[src/design/lxm_pkg.sv]
`timescale 1ns / 1ps

package lxm_pkg;

    localparam int          WordW      = 64;
    localparam int          HalfW      = 32;
    localparam int          StepW      = 4;
    localparam int          CfgIdxW    = 3;
    localparam logic [63:0] LEA_MUL    = 64'hdaba0b6eb09322e3;
    localparam logic [63:0] DEFAULT_MUL = 64'hd1342543de82ef95;
    localparam int          XBG_SHIFT  = 17;
    localparam int          XBG_ROT    = 45;

    localparam logic [CfgIdxW-1:0] REG_ADDEND = 3'd0;
    localparam logic [CfgIdxW-1:0] REG_MULT   = 3'd1;
    localparam logic [CfgIdxW-1:0] REG_SEED_L = 3'd2;
    localparam logic [CfgIdxW-1:0] REG_SEED_0 = 3'd3;
    localparam logic [CfgIdxW-1:0] REG_SEED_1 = 3'd4;
    localparam logic [CfgIdxW-1:0] REG_SEED_2 = 3'd5;
    localparam logic [CfgIdxW-1:0] REG_SEED_3 = 3'd6;

    localparam logic [1:0] Z_NONE = 2'd0;
    localparam logic [1:0] Z_SUM  = 2'd1;
    localparam logic [1:0] Z_ACC  = 2'd2;

    localparam logic [1:0] MA_ZL = 2'd0;
    localparam logic [1:0] MA_ZH = 2'd1;
    localparam logic [1:0] MA_SL = 2'd2;
    localparam logic [1:0] MA_SH = 2'd3;

    localparam logic [1:0] MB_LL = 2'd0;
    localparam logic [1:0] MB_LH = 2'd1;
    localparam logic [1:0] MB_ML = 2'd2;
    localparam logic [1:0] MB_MH = 2'd3;

    localparam logic [1:0] ACC_NONE  = 2'd0;
    localparam logic [1:0] ACC_LOAD  = 2'd1;
    localparam logic [1:0] ACC_ADDHI = 2'd2;

    localparam logic JMP_NEXT = 1'b0;
    localparam logic JMP_EMIT = 1'b1;

    localparam logic [StepW-1:0] LAST_STEP = 4'd13;

    typedef struct packed {
        logic       start;
        logic [1:0] z_op;
        logic       xbg_step;
        logic [1:0] mul_a;
        logic [1:0] mul_b;
        logic [1:0] acc_op;
        logic       lcg_upd;
        logic       jmp;
    } ctrl_t;

    localparam ctrl_t CTRL_NOP = '{
        start: 1'b0, z_op: Z_NONE, xbg_step: 1'b0, mul_a: MA_ZL, mul_b: MB_LL,
        acc_op: ACC_NONE, lcg_upd: 1'b0, jmp: JMP_NEXT
    };

    function automatic ctrl_t ctrl_rom(input logic [StepW-1:0] step);
        ctrl_t c;
        c = CTRL_NOP;
        case (step)
            4'd0:
            begin
                c.z_op     = Z_SUM;
                c.xbg_step = 1'b1;
            end
            4'd1, 4'd5:
            begin
                c.mul_a = MA_ZL;
                c.mul_b = MB_LL;
            end
            4'd2, 4'd6:
            begin
                c.acc_op = ACC_LOAD;
                c.mul_a  = MA_ZH;
                c.mul_b  = MB_LL;
            end
            4'd3, 4'd7:
            begin
                c.acc_op = ACC_ADDHI;
                c.mul_a  = MA_ZL;
                c.mul_b  = MB_LH;
            end
            4'd4, 4'd8:
            begin
                c.acc_op = ACC_ADDHI;
                c.z_op   = Z_ACC;
            end
            4'd9:
            begin
                c.mul_a = MA_SL;
                c.mul_b = MB_ML;
            end
            4'd10:
            begin
                c.acc_op = ACC_LOAD;
                c.mul_a  = MA_SH;
                c.mul_b  = MB_ML;
            end
            4'd11:
            begin
                c.acc_op = ACC_ADDHI;
                c.mul_a  = MA_SL;
                c.mul_b  = MB_MH;
            end
            4'd12:
            begin
                c.acc_op = ACC_ADDHI;
            end
            LAST_STEP:
            begin
                c.lcg_upd = 1'b1;
                c.jmp     = JMP_EMIT;
            end
            default:
            begin
                c = CTRL_NOP;
            end
        endcase
        return c;
    endfunction

    function automatic logic [63:0] fold(input logic [63:0] z);
        return z ^ {32'd0, z[63:32]};
    endfunction

endpackage

[src/design/lxm_seq.sv]
`timescale 1ns / 1ps

module lxm_seq
(
    input  logic               clk,
    input  logic               rst_n,
    input  logic               in_valid,
    input  logic               out_free,
    output logic               in_stall,
    output lxm_pkg::ctrl_t     ctrl
);

    localparam logic ST_IDLE = 1'b0;
    localparam logic ST_RUN  = 1'b1;

    logic                       state_reg;
    logic                       state_next;
    logic [lxm_pkg::StepW-1:0]  step_reg;
    logic [lxm_pkg::StepW-1:0]  step_next;
    lxm_pkg::ctrl_t             word;

    assign word     = lxm_pkg::ctrl_rom(step_reg);
    assign in_stall = (state_reg == ST_RUN);

    always_comb
    begin
        state_next = state_reg;
        step_next  = step_reg;
        ctrl       = lxm_pkg::CTRL_NOP;
        case (state_reg)
            ST_IDLE:
            begin
                ctrl.start = in_valid;
                if (in_valid)
                begin
                    state_next = ST_RUN;
                    step_next  = '0;
                end
            end
            ST_RUN:
            begin
                ctrl = word;
                if (word.jmp == lxm_pkg::JMP_EMIT)
                begin
                    // hold on this step until the output slot frees
                    if (out_free)
                    begin
                        state_next = ST_IDLE;
                        step_next  = '0;
                    end
                end
                else
                begin
                    step_next = step_reg + 1'b1;
                end
            end
            default:
            begin
                state_next = ST_IDLE;
                step_next  = '0;
            end
        endcase
    end

    always_ff @(posedge clk or negedge rst_n)
    begin
        if (!rst_n)
        begin
            state_reg <= ST_IDLE;
            step_reg  <= '0;
        end
        else
        begin
            state_reg <= state_next;
            step_reg  <= step_next;
        end
    end

endmodule

[src/design/lxm_dp.sv]
`timescale 1ns / 1ps

module lxm_dp
(
    input  logic                          clk,
    input  logic                          rst_n,
    input  lxm_pkg::ctrl_t                ctrl,
    input  logic                          reload,
    input  logic                          cfg_write,
    input  logic [lxm_pkg::CfgIdxW-1:0]   cfg_index,
    input  logic [lxm_pkg::WordW-1:0]     cfg_data,
    input  logic                          out_stall,
    output logic                          out_free,
    output logic                          out_valid,
    output logic [lxm_pkg::WordW-1:0]     random_value
);

    logic [63:0] addend_reg, mult_reg, seed_l_reg;
    logic [63:0] seed0_reg, seed1_reg, seed2_reg, seed3_reg;
    logic [63:0] lcg_reg, w0_reg, w1_reg, w2_reg, w3_reg;
    logic [63:0] z_reg, z_next;
    logic [63:0] acc_reg, acc_next;
    logic [63:0] prod_reg, prod_next;
    logic [63:0] out_reg;
    logic        out_valid_reg;
    logic [31:0] mul_a, mul_b;
    logic [63:0] w3_x;
    logic        emit;

    assign out_free     = !out_valid_reg || !out_stall;
    assign emit         = (ctrl.jmp == lxm_pkg::JMP_EMIT) && out_free;
    assign out_valid    = out_valid_reg;
    assign random_value = out_reg;

    always_comb
    begin
        case (ctrl.mul_a)
            lxm_pkg::MA_ZL: mul_a = z_reg[31:0];
            lxm_pkg::MA_ZH: mul_a = z_reg[63:32];
            lxm_pkg::MA_SL: mul_a = lcg_reg[31:0];
            lxm_pkg::MA_SH: mul_a = lcg_reg[63:32];
            default:        mul_a = z_reg[31:0];
        endcase
        case (ctrl.mul_b)
            lxm_pkg::MB_LL: mul_b = lxm_pkg::LEA_MUL[31:0];
            lxm_pkg::MB_LH: mul_b = lxm_pkg::LEA_MUL[63:32];
            lxm_pkg::MB_ML: mul_b = mult_reg[31:0];
            lxm_pkg::MB_MH: mul_b = mult_reg[63:32];
            default:        mul_b = lxm_pkg::LEA_MUL[31:0];
        endcase
        prod_next = {32'd0, mul_a} * {32'd0, mul_b};
    end

    always_comb
    begin
        case (ctrl.acc_op)
            lxm_pkg::ACC_LOAD:  acc_next = prod_reg;
            lxm_pkg::ACC_ADDHI: acc_next = acc_reg + {prod_reg[31:0], 32'd0};
            default:            acc_next = acc_reg;
        endcase
        case (ctrl.z_op)
            lxm_pkg::Z_SUM: z_next = lxm_pkg::fold(lcg_reg + w0_reg);
            lxm_pkg::Z_ACC: z_next = lxm_pkg::fold(acc_next);
            default:        z_next = z_reg;
        endcase
    end

    assign w3_x = w3_reg ^ w1_reg;

    always_ff @(posedge clk)
    begin
        prod_reg <= prod_next;
        acc_reg  <= acc_next;
        z_reg    <= z_next;
        if (emit)
        begin
            out_reg <= z_reg;
        end
    end

    always_ff @(posedge clk or negedge rst_n)
    begin
        if (!rst_n)
        begin
            out_valid_reg <= 1'b0;
        end
        else if (emit)
        begin
            out_valid_reg <= 1'b1;
        end
        else if (!out_stall)
        begin
            out_valid_reg <= 1'b0;
        end
    end

    always_ff @(posedge clk or negedge rst_n)
    begin
        if (!rst_n)
        begin
            addend_reg <= 64'd1;
            mult_reg   <= lxm_pkg::DEFAULT_MUL;
            seed_l_reg <= 64'd0;
            seed0_reg  <= 64'd1;
            seed1_reg  <= 64'd0;
            seed2_reg  <= 64'd0;
            seed3_reg  <= 64'd0;
        end
        else if (cfg_write)
        begin
            case (cfg_index)
                lxm_pkg::REG_ADDEND: addend_reg <= cfg_data;
                lxm_pkg::REG_MULT:   mult_reg   <= cfg_data;
                lxm_pkg::REG_SEED_L: seed_l_reg <= cfg_data;
                lxm_pkg::REG_SEED_0: seed0_reg  <= cfg_data;
                lxm_pkg::REG_SEED_1: seed1_reg  <= cfg_data;
                lxm_pkg::REG_SEED_2: seed2_reg  <= cfg_data;
                lxm_pkg::REG_SEED_3: seed3_reg  <= cfg_data;
                default:
                begin
                end
            endcase
        end
    end

    always_ff @(posedge clk or negedge rst_n)
    begin
        if (!rst_n)
        begin
            lcg_reg <= 64'd0;
            w0_reg  <= 64'd1;
            w1_reg  <= 64'd0;
            w2_reg  <= 64'd0;
            w3_reg  <= 64'd0;
        end
        else if (ctrl.start && reload)
        begin
            lcg_reg <= seed_l_reg;
            w0_reg  <= seed0_reg;
            w1_reg  <= seed1_reg;
            w2_reg  <= seed2_reg;
            w3_reg  <= seed3_reg;
        end
        else
        begin
            if (ctrl.lcg_upd)
            begin
                lcg_reg <= acc_reg + (addend_reg | 64'd1);
            end
            if (ctrl.xbg_step)
            begin
                w0_reg <= w0_reg ^ w3_x;
                w1_reg <= w1_reg ^ w2_reg ^ w0_reg;
                w2_reg <= w2_reg ^ w0_reg ^ (w1_reg << lxm_pkg::XBG_SHIFT);
                w3_reg <= {w3_x[63-lxm_pkg::XBG_ROT:0], w3_x[63:64-lxm_pkg::XBG_ROT]};
            end
        end
    end

endmodule

[src/design/lxm_l64x256_mix_prng.sv]
`timescale 1ns / 1ps

// LXM L64X256 mix generator: one 64-bit random value per input beat.
// Input channel: in_valid / in_stall carry the reload bit. With reload high the
// seed registers are copied into the generator state before the draw.
// Output channel: out_valid / out_stall carry random_value.
// Configuration: cfg_write with cfg_index and cfg_data writes one of seven
// 64-bit registers (addend, multiplier, LCG seed, four xoshiro seed words);
// indexes above six are ignored. Write only while the block is idle.
// Operation: a beat is taken in the idle cycle, then a 14-step microprogram runs
// on one shared 32x32 multiplier: three 64-bit products (two mixer rounds and
// the LCG step), each built from three partial products. The input stalls while
// the program runs, so no new beat is taken until it is done. If the receiver
// stalls, the previous result stays in the output register and the program
// holds on its final step until that slot frees, then returns to idle.
// Reset: state returns to LCG 0 and xoshiro words {1,0,0,0}, registers to their
// defaults, output empty.

module lxm_l64x256_mix_prng
(
    input  logic                          clk,
    input  logic                          rst_n,
    input  logic                          in_valid,
    output logic                          in_stall,
    input  logic                          reload,
    output logic                          out_valid,
    input  logic                          out_stall,
    output logic [lxm_pkg::WordW-1:0]     random_value,
    input  logic                          cfg_write,
    input  logic [lxm_pkg::CfgIdxW-1:0]   cfg_index,
    input  logic [lxm_pkg::WordW-1:0]     cfg_data
);

    lxm_pkg::ctrl_t ctrl;
    logic           out_free;

    lxm_seq u_seq
    (
        .clk      (clk),
        .rst_n    (rst_n),
        .in_valid (in_valid),
        .out_free (out_free),
        .in_stall (in_stall),
        .ctrl     (ctrl)
    );

    lxm_dp u_dp
    (
        .clk          (clk),
        .rst_n        (rst_n),
        .ctrl         (ctrl),
        .reload       (reload),
        .cfg_write    (cfg_write),
        .cfg_index    (cfg_index),
        .cfg_data     (cfg_data),
        .out_stall    (out_stall),
        .out_free     (out_free),
        .out_valid    (out_valid),
        .random_value (random_value)
    );

endmodule

[config.mk]
export PLATFORM = sky130hd
export DESIGN_NAME = lxm_l64x256_mix_prng
export DESIGN_NICKNAME = d
export VERILOG_FILES = /design/src/design/lxm_pkg.sv /design/src/design/lxm_seq.sv /design/src/design/lxm_dp.sv /design/src/design/lxm_l64x256_mix_prng.sv
export SDC_FILE = /design/constraint.sdc
export NUM_CORES = 2
export LEC_CHECK = 0
export BUFFER_PORTS_ARGS = -buffer_cell sky130_fd_sc_hd__buf_2
export CORE_ASPECT_RATIO = 0.75
export CORE_UTILIZATION = 25
export CTS_CLUSTER_DIAMETER = 120
export DETAILED_ROUTE_END_ITERATION = 8
export PLACE_DENSITY = 0.46
export SLEW_MARGIN = 10
export SYNTH_ARGS = -nofsm -noshare
export SYNTH_HDL_FRONTEND = slang
export SYNTH_SLANG_ARGS = --single-unit
[constraint.sdc]
create_clock -name clk -period 8.9 [get_ports clk]
set_input_delay 0.445 -clock clk [delete_from_list [all_inputs] [get_ports clk]]
set_output_delay 0.445 -clock clk [all_outputs]
set_load 0.1 [all_outputs]
==> results.md <==
- Fin util: 30.9%
- Post-Syn Instances: 8454
- Core footprint: 333000 um2
- Root Driver: clkbuf_16
- Final GP Congestion: 1.06
- Num ports: 139
- Failing checks: negative setup slack
- Clock Sinks: between 1000 and 1500
- CP Capture Type: register
- Yosys Warn Count: 0
- CTS tree: done
- Max Cap Violations: 0
- Status: complete, but fails checks
- GRT Util Overall: about 23%
- First-pass GRT wire length: 546000 um
- Crit-path slowest cell: fa_1
- Synth async-reset ratio: 75.1%
- Vias in the first global route: 68100
- Critical path fanouts, max: 7
- Final period utilization: 101%
- Crit path required time: between 9 and 10 ns
- Die Wd: 671 um
- WL final: 393000 um
- Slowest Stage Delay on Critical Path: 0.55 ns
- Most common cell on crit path: fa_1
- Avg Cell Area, Syn: 9.92 um2
- Type of the worst setup path: register to register
- Max Used Layer: met5
- Worst path arrival time: 9.67 ns
- Main synth FF type: dfrtp_1
- Number of nets in the layout: 10500
- Post-synth net total: 9848
- Metal2 WL: 154000 um
- # DRC: 0
- Die Ht: 504 um
- Remaining Overflow, GRT: 0
- Footprint of the multi-input gates: 54600 um2
- Post-route ant nets: 0
- Worst Tran Pin Value: 1.34 ns
- Largest net degree at the start of global routing: 186
- Initial antenna violation count: 50
- Placed Cells: 13300
- # rows: 183
- Area contributors post-synth: dfrtp_1, fa_1, mux2_2
- RSZ-0062 raised after global routing: true
- Starting DRC count in detailed routing: 7789
- Die footprint: 338000 um2
- Wire per inst: roughly 29 um
- Sequential share of the synthesized area: 30.7%
- Sum of negative setup slack: -0.364 ns
- Rel. slew slack: 10.1%
- F_max: 111 MHz
- Clk slew on worst S/H paths: 0.06 ns
- I/O Buffers: about 140
- FF/Latch Area: 25800 um2
- Clock latency on the worst-skew pair: 0.84 ns
- Fillers: 34400
- WL met3: 36700 um
- Yosys cell types: 85
- Final setup viols: 7
- Setup crit start kind: register
- Via-to-Cell Ratio: 5.06
- H-tree Lvls: 3
- Non-Filler Instances: 13700
- Post-synth EDFFs: 128
- Num CTS Buffers: 119
- Slew Viols, Final: 0
- Synthesized cell area: 83900 um2
- Hold Path Class: input pin to register
- Hold Fails Final Rpt: 0
- Final min period: 9.00 ns
- Clock skew: roughly 0.096 ns
- Setup ws final: -0.0996 ns
- Proportion of layout cells with a drive suffix above 1: a little under a quarter
- DRT Pass-1 Iters: 6
- Top-area cell type share of the netlist area: 22.0%
- Post-DP HPWL: 321000 um
- Initial Utilization: 25.2%
- Wl on met1: 190000 um
- Area leader, netlist: dfrtp_1
- Vias: 69200
- Area grow syn2layout: 22.6%
- Seq cells post-synth: 1029
- Largest buffer count on any clock path: 3
-- cells in the mapped netlist (73+ instances only) --
library cell,n
a21o_1,133
xnor2_1,365
ha_1,422
a221o_1,121
a211oi_1,73
edfxtp_1,128
nand2_1,847
xor2_1,98
nor2_1,864
dfrtp_1,739
fa_1,899
inv_1,912
mux2_2,547
nor3_1,187
a22oi_1,104
a21oi_1,365
clkbuf_1,450
o21ai_0,362
dfxtp_1,128
-- timing repair --
item                                   CTS  global route
cloned                                   6             1
gates resized for setup                337           246
pin swaps                              131           131
hold buffers                             3             0
setup buffers                           61            27
endpoints found under the hold margin  103             0
setup endpoints to repair               28            26
-- through the flow --
step | setup WS (ns) | hold WS, ns | area [um2]
after floorplan | 0.0651 | 0.149 | 83900
after global placement | -0.674 | 0.450 | 95600
after detailed placement | -0.811 | 0.459 | 95600
after CTS | -0.00605 | 0.0169 | 102000
after global routing | -0.254 | 0.0487 | 103000
final | -0.0996 | 0.0664 | 103000
-- placed cells by master (no fill, tap or decap), types with 54 or more instances in the layout --
master / n
buf_2: 138
xnor2_1: 363
dfxtp_1: 128
inv_1: 885
nand4_1: 58
a221o_1: 121
a21o_1: 133
a21oi_1: 335
ha_1: 402
o21a_1: 54
xor2_1: 98
mux2_2: 546
buf_12: 115
nor2_1: 787
o21ai_0: 330
a22oi_1: 85
edfxtp_1: 128
nor3_1: 184
clkbuf_16: 123
nand2_1: 806
dfrtp_1: 737
fa_1: 847
a211oi_1: 72
buf_4: 676
-- path summary, 6_finish.rpt --
check	start	to	slack (ns)	depth (start not counted)
setup reg to reg	u_seq.in_stall	u_dp.prod_reg[60]	-0.1	37
min in group asynchronous	rst_n	u_dp.seed0_reg[8]	0.27	2
hold / removal	cfg_data[5]	u_dp.seed1_reg[5]	0.07	2
setup / recovery	u_seq.in_stall	u_dp.prod_reg[60]	-0.1	37
hold reg to reg	u_dp.seed_l_reg[24]	u_dp.lcg_reg[24]	0.45	2
max in group asynchronous	rst_n	u_dp.mult_reg[57]	6.41	4
-- critical path, delay by kind of cell, from the launching register on --
family / cells / cell delay (ns)
AOI/OAI and AO/OA: 4 / 0.64
xor gates and xnor gates: 1 / 0.20
adders and majority gates: 9 / 4.31
buffers and inverters: 15 / 1.95
DFF: 1 / 0.41
and+or+nand+nor: 8 / 1.37
-- logic make-up after synthesis --
kind of cell / Yosys count / share of synthesized area, %
compound gates: 1520 / 12.0
flops: 1029 / 30.7
mux: 572 / 7.65
xor+xnor: 466 / 4.91
fa+ha+maj: 1321 / 27.7
buf+inv: 1383 / 6.20
simple gates: 2163 / 10.8
-- metal layers --
layer / track usage [%] / vias up
met5: 0 / -
met4: 6.29 / 28
met3: 5.79 / 403
met2: 31.3 / 2935
met1: 35.0 / 36300
li1: - / 29600
-- area by class of cell --
class                           instances  area share (%)
Multi-Input combinational cell       6042            53.1
Sequential cell                      1029            25.1
Timing Repair Buffer                 1010            8.96
Tap cell                             4440            5.40
Clock buffer                          168            3.34
Inverter                              913            3.33
Clock inverter                         59           0.757
Antenna cell                           12          0.0292
Power is not shown: default switching activity piles up to over one toggle a cycle in this logic, so the estimate is an artifact.
